$ cat src/sv/flec_pkg.sv
`default_nettype none

package flec_pkg;

    localparam logic [63:0] GEN_LIMIT = 64'hFFFF_FFFF_FFFF_FFFE;

    typedef enum logic [3:0] {
        EV_CREATE       = 4'd0,
        EV_LOAD_DONE    = 4'd1,
        EV_WARM_DONE    = 4'd2,
        EV_BEGIN_DRAIN  = 4'd3,
        EV_CANCEL_DRAIN = 4'd4,
        EV_DRAIN_DONE   = 4'd5,
        EV_TERM_DONE    = 4'd6,
        EV_OP_FAILED    = 4'd7,
        EV_CLEANUP      = 4'd8
    } event_t;

    typedef enum logic [2:0] {
        PH_ABSENT    = 3'd0,
        PH_LOADING   = 3'd1,
        PH_WARMING   = 3'd2,
        PH_READY     = 3'd3,
        PH_DRAINING  = 3'd4,
        PH_UNLOADING = 3'd5,
        PH_FAILED    = 3'd6
    } phase_t;

    typedef enum logic [2:0] {
        ST_APPLIED    = 3'd0,
        ST_REPLAYED   = 3'd1,
        ST_BAD_INPUT  = 3'd2,
        ST_FENCED     = 3'd3,
        ST_CONFLICT   = 3'd4,
        ST_BAD_TRANS  = 3'd5,
        ST_CLOCK_BACK = 3'd6,
        ST_EXHAUSTED  = 3'd7
    } status_t;

    // One command as it travels from the input register to the checker.
    typedef struct packed {
        logic [3:0]  event_req;
        logic [63:0] engine_id;
        logic [63:0] incarnation_id;
        logic [63:0] operation_ref;
        logic [63:0] wanted_generation;
        logic [63:0] observed_ms;
    } item_t;

    // Record fields whose width does not depend on the id width.
    typedef struct packed {
        phase_t      phase;
        logic [63:0] state_gen;
        logic [63:0] held_wanted_gen;
        logic [8:0]  applied_events;
        logic        drain_locked;
        logic [63:0] last_change_ms;
    } core_t;

    typedef struct packed {
        logic   ok;
        phase_t next;
    } move_t;

    function automatic move_t legal_move(phase_t ph, logic [3:0] ev, logic committed);
        move_t m;
        m.ok   = 1'b0;
        m.next = ph;
        unique case (ph)
            PH_ABSENT:
            begin
                if (ev == EV_CREATE)
                begin
                    m.ok = 1'b1; m.next = PH_LOADING;
                end
            end
            PH_LOADING:
            begin
                if (ev == EV_LOAD_DONE)
                begin
                    m.ok = 1'b1; m.next = PH_WARMING;
                end
                else if (ev == EV_OP_FAILED)
                begin
                    m.ok = 1'b1; m.next = PH_FAILED;
                end
            end
            PH_WARMING:
            begin
                if (ev == EV_WARM_DONE)
                begin
                    m.ok = 1'b1; m.next = PH_READY;
                end
                else if (ev == EV_OP_FAILED)
                begin
                    m.ok = 1'b1; m.next = PH_FAILED;
                end
            end
            PH_READY:
            begin
                if (ev == EV_BEGIN_DRAIN)
                begin
                    m.ok = 1'b1; m.next = PH_DRAINING;
                end
            end
            PH_DRAINING:
            begin
                if (ev == EV_CANCEL_DRAIN && !committed)
                begin
                    m.ok = 1'b1; m.next = PH_READY;
                end
                else if (ev == EV_DRAIN_DONE)
                begin
                    m.ok = 1'b1; m.next = PH_UNLOADING;
                end
                else if (ev == EV_OP_FAILED)
                begin
                    m.ok = 1'b1; m.next = PH_FAILED;
                end
            end
            PH_UNLOADING:
            begin
                if (ev == EV_TERM_DONE)
                begin
                    m.ok = 1'b1; m.next = PH_ABSENT;
                end
                else if (ev == EV_OP_FAILED)
                begin
                    m.ok = 1'b1; m.next = PH_FAILED;
                end
            end
            PH_FAILED:
            begin
                if (ev == EV_CLEANUP)
                begin
                    m.ok = 1'b1; m.next = PH_ABSENT;
                end
            end
            default:
            begin
                m.ok = 1'b0;
            end
        endcase
        return m;
    endfunction

endpackage

`default_nettype wire

$ cat src/sv/flec_check.sv
`default_nettype none

module flec_check #(
    parameter int ID_WIDTH = 64
) (
    input  flec_pkg::item_t        item,
    input  flec_pkg::core_t        core,
    input  logic [ID_WIDTH-1:0]    held_engine,
    input  logic [ID_WIDTH-1:0]    held_incarnation,
    input  logic [ID_WIDTH-1:0]    held_operation,
    output flec_pkg::status_t      status,
    output flec_pkg::core_t        core_next,
    output logic [ID_WIDTH-1:0]    engine_next,
    output logic [ID_WIDTH-1:0]    incarnation_next,
    output logic [ID_WIDTH-1:0]    operation_next
);
    import flec_pkg::*;

    logic [3:0]          ev;
    logic [ID_WIDTH-1:0] eng;
    logic [ID_WIDTH-1:0] inc;
    logic [ID_WIDTH-1:0] op;
    logic [63:0]         wg;
    logic [63:0]         obs;
    logic                bad;
    logic                older;
    logic                match;
    logic                same;
    logic                opens;
    logic                seen;
    logic                clk_back;
    logic [8:0]          ev_bit;
    logic [8:0]          applied_base;
    move_t               move;

    // Drop id bits above the configured id width before any check.
    assign ev  = item.event_req;
    assign eng = item.engine_id[ID_WIDTH-1:0];
    assign inc = item.incarnation_id[ID_WIDTH-1:0];
    assign op  = item.operation_ref[ID_WIDTH-1:0];
    assign wg  = item.wanted_generation;
    assign obs = item.observed_ms;

    assign bad = (ev > EV_CLEANUP) || (eng == '0) || (inc == '0) || (op == '0)
                 || (wg == 64'd0) || (obs == 64'd0);
    assign older    = wg < core.held_wanted_gen;
    assign match    = (held_engine == eng) && (held_incarnation == inc);
    assign same     = (op == held_operation) && (wg == core.held_wanted_gen);
    assign opens    = (ev == EV_CREATE) || (ev == EV_BEGIN_DRAIN)
                      || (ev == EV_CANCEL_DRAIN) || (ev == EV_CLEANUP);
    assign ev_bit   = 9'd1 << ev;
    assign seen     = same && ((core.applied_events & ev_bit) != 9'd0);
    assign clk_back = (core.last_change_ms != 64'd0) && (obs < core.last_change_ms);
    assign move     = legal_move(core.phase, ev, core.drain_locked);

    always_comb
    begin
        priority if (bad)
            status = ST_BAD_INPUT;
        else if (older)
            status = ST_FENCED;
        else if (same && !match)
            status = ST_FENCED;
        else if (seen)
            status = ST_REPLAYED;
        else if (clk_back)
            status = ST_CLOCK_BACK;
        else if (!same && ((wg <= core.held_wanted_gen) || !opens))
            status = ST_CONFLICT;
        else if (!same && (ev != EV_CREATE) && !match)
            status = ST_FENCED;
        else if (!same && (ev == EV_CREATE) && (held_engine != '0) && match)
            status = ST_FENCED;
        else if (!move.ok)
            status = ST_BAD_TRANS;
        else if (core.state_gen == GEN_LIMIT)
            status = ST_EXHAUSTED;
        else
            status = ST_APPLIED;
    end

    // Next record: unchanged unless every check passed.
    always_comb
    begin
        core_next        = core;
        engine_next      = held_engine;
        incarnation_next = held_incarnation;
        operation_next   = held_operation;
        applied_base     = same ? core.applied_events : 9'd0;
        if (status == ST_APPLIED)
        begin
            if (!same)
            begin
                operation_next       = op;
                core_next.held_wanted_gen = wg;
            end
            if (ev == EV_CREATE)
            begin
                engine_next            = eng;
                incarnation_next       = inc;
                core_next.drain_locked = 1'b0;
            end
            else if (ev == EV_DRAIN_DONE)
                core_next.drain_locked = 1'b1;
            else if (ev == EV_CANCEL_DRAIN)
                core_next.drain_locked = 1'b0;
            core_next.phase          = move.next;
            core_next.state_gen      = core.state_gen + 64'd1;
            core_next.applied_events = applied_base | ev_bit;
            core_next.last_change_ms = obs;
        end
    end

endmodule

`default_nettype wire

$ cat config.mk
export PLATFORM = sky130hd
export DESIGN_NAME = flec_check
export DESIGN_NICKNAME = d
export VERILOG_FILES = /design/src/sv/flec_pkg.sv /design/src/sv/flec_check.sv
export SDC_FILE = /design/constraint.sdc
export NUM_CORES = 1
export LEC_CHECK = 0
export ABC_AREA = 1
export BUFFER_PORTS_ARGS = -buffer_cell sky130_fd_sc_hd__buf_2
export CORE_AREA = 2 2 440 442
export DETAILED_ROUTE_END_ITERATION = 7
export DIE_AREA = 0 0 442 444
export PLACE_DENSITY = 0.3
export SETUP_SLACK_MARGIN = 0.5
export SLEW_MARGIN = 20
export SYNTH_ARGS = -nofsm -noshare
export SYNTH_HDL_FRONTEND = slang
export SYNTH_SLANG_ARGS = --single-unit
$ cat constraint.sdc
create_clock -name vclk -period 2.8
set_clock_uncertainty 0.2 [all_clocks]
set_input_delay 0.14 -clock vclk [all_inputs]
set_output_delay 0.14 -clock vclk [all_outputs]
set_load 0.01 [all_outputs]
==> impl_metrics.yaml <==
run_status:
  status: "finished, violations left"
  violations: "setup timing"
placed_design:
  post_dp_cell_area_mm2: 0.0361
  post-dp-hpwl_um: 189000
  io_buffers: 1121
  gp_congestion: 0.969
floorplan:
  io_pins: 1121
  initial_core_util: 0.104
  fp.dieH_um: 444
  die_w_um: 442
  num_rows: 161
  dieArea_mm2: 0.196
  design.core.area_mm2: 0.192
synthesis:
  synth.net_count: 5048
  syn-mean-instance-area_um2: 4.73
  synthesis.area_mm2: 0.0199
  yosysSeqAreaShare: 0
  yosys.area_share.xor_xnor: 0.0613
  synth_compound_area_frac: 0.0802
  synthMuxAreaShare: 0
  synth_top_family_by_area: "simple AND/OR/NAND/NOR gates"
  ys_top_cells_by_area: "nand2_1 34%, nand4_1 15%, inv_1 10%"
  synth_top_cell_area_share: 0.338
  synth_top_area_cell: "nand2_1"
  synth-simple-area-share: 0.620
  ys_types: 40
  synth_warnings: 0
  synthCells: 4198
  synthAdderAreaFrac: 0.0813
  ys_top_cells_by_count: "1786 x nand2_1, 546 x inv_1, 467 x nand4_1"
  synth_most_common_cell: "nand2_1"
power_and_ir_drop:
  power_leakage_nw: 22.4
  powerDensity_mw_per_mm2: 186
  irDropWorstVdd_mv: 0.0560
  finalPower_mw: 7.72
cells_and_area:
  nClkBuffers: 0
  nFlopsAndLatches: 0
  nFillCells: 22302
  multi_input_area_mm2: 0.0184
  area_growth_pct: 108
  post-route-util: 0.216
  fin_nets: 7017
  drive_above_1_share: 0.419
  regArea_um2: 0
  fin_area_mm2: 0.0414
timing:
  rsz0062_at_grt: "yes"
  drv_slew: 0
  worstMarginPinSlew_ps: 936
  max_freq_ghz: 0.271
  hold_ws_ps: 356
  period_share: 1.32
  hold_viol_final: 0
  setup_slack_ps: -890
  period_minus_slack_ps: 3690
  max-slew-margin-rel: 0.376
  setup_tns_ps: -303260
  setup_viol: 400
routing:
  routed_wl_um: 221000
  drt_pass1_iterations: 5
  vias: 36531
  vias_per_cell: 4.18
  routedWlPerCell_um: 25.3
  ant_nets: 0
  post-route-drc-count: 0
  drtIter0Drc: 2528
worst_setup_path:
  end_kind: "primary output"
  slowest_stage: "nand2_4"
  worstPathMaxFanout: 6
  start_kind: "input pin"
  cp_cell_sequence: "buf_2 -> xnor2_1 -> nand2_1 -> nor2_1 -> nand2_2 -> nor2_1 -> buf_4 -> nand2_1 -> nor2_1 -> nand2_2 -> nand3_2 -> nand3_2 -> nand2_2 -> nand2_2 -> a21oi_4 -> buf_12 -> buf_4 -> buf_12 -> buf_16 -> nand4_1 -> nand2_4 -> buf_12 -> buf_12"
  max_stage_delay_ps: 250
  required_ps: 2460
  critical_path_class: "in2out"
  critPathArrivalTime_ps: 3350
global_routing:
  grt_max_degree: 147
  grt-ovfl-total: 0
  antenna_found_initial: 185
  grtUsageTotal: 0.212
  grt_pass1_vias: 35110
  grt_first_pass_wirelength_um: 292000
flow_run:
  drv_cap: 0
clocking:
  postCtsHoldBufs: 0
worst_hold_path:
  hp-class: "in2out"
==> power by group <==
part | switching [mW] | internal [mW]
registers | 0 | 0
clock network | 0 | 0.00000235
logic | 4.23 | 3.48
==> what timing repair did <==
action                                  in CTS  in global routing
buffers inserted                            78                  9
resized for setup                          510                181
pin swaps                                   84                 47
endpoints found under the setup margin     400                400
gates cloned                                43                 18
hold endpoints to repair                     0                  0
==> area by class of cell <==
type,count,area share
diodes,50,0.00302
multi-input cells,3430,0.445
repair buffers,2185,0.424
well taps,2526,0.0764
inverters,550,0.0514
==> layout by cell type, fill, tap and decap left out, types with 53 or more instances in the layout <==
| master | count |
|---|---|
| nand2_4 | 73 |
| xor2_1 | 94 |
| nor3_1 | 57 |
| nand2_1 | 1503 |
| nand2_2 | 208 |
| nor2_1 | 350 |
| buf_4 | 878 |
| buf_2 | 964 |
| a21oi_1 | 71 |
| nand4_1 | 467 |
| inv_1 | 509 |
| buf_16 | 53 |
| nor4_1 | 63 |
| ha_1 | 103 |
| buf_6 | 147 |
| o21ai_0 | 210 |
| nand3_1 | 75 |
| buf_12 | 96 |
==> metal layers <==
metal / vias up / global-route usage / wire (um)
li1: 17638 / - / -
met1: 17092 / 0.276 / 97500
met2: 1325 / 0.361 / 104000
met3: 390 / 0.0329 / 11600
met4: 86 / 0.0556 / 7710
met5: - / 0 / 536
==> critical path, delay by kind of cell <==
| family | cells | cell delay [ps] |
|---|---|---|
| xor gates and xnor gates | 1 | 220 |
| AOI/OAI and AO/OA | 1 | 170 |
| and+or+nand+nor | 13 | 1850 |
| buffers and inverters | 8 | 950 |
==> path summary, 6_finish.rpt <==
kind	endpoint	from	cells past startpoint
hold / removal	core_next[88]	core[88]	4
setup / recovery	incarnation_next[60]	item[292]	23
==> stage by stage <==
stage,instances,setup WS (ps)
6_report,8741,-890
5_1_grt,8717,-1020
4_1_cts,8664,-925
3_5_place_dp,8543,-1630
3_3_place_gp,8543,-1700
2_1_floorplan,4198,245
==> cells by family (layout without fill, tap and decap cells) <==
| group | count (synthesis) | count (layout) |
|---|---|---|
| adders and majority gates | 129 | 129 |
| AOI/OAI and AO/OA | 308 | 308 |
| other | 0 | 50 |
| xor gates and xnor gates | 139 | 139 |
| and+or+nand+nor | 2854 | 2854 |
| buffers and inverters | 768 | 2735 |
No activity file was read; power rests on OpenSTA's default activity.
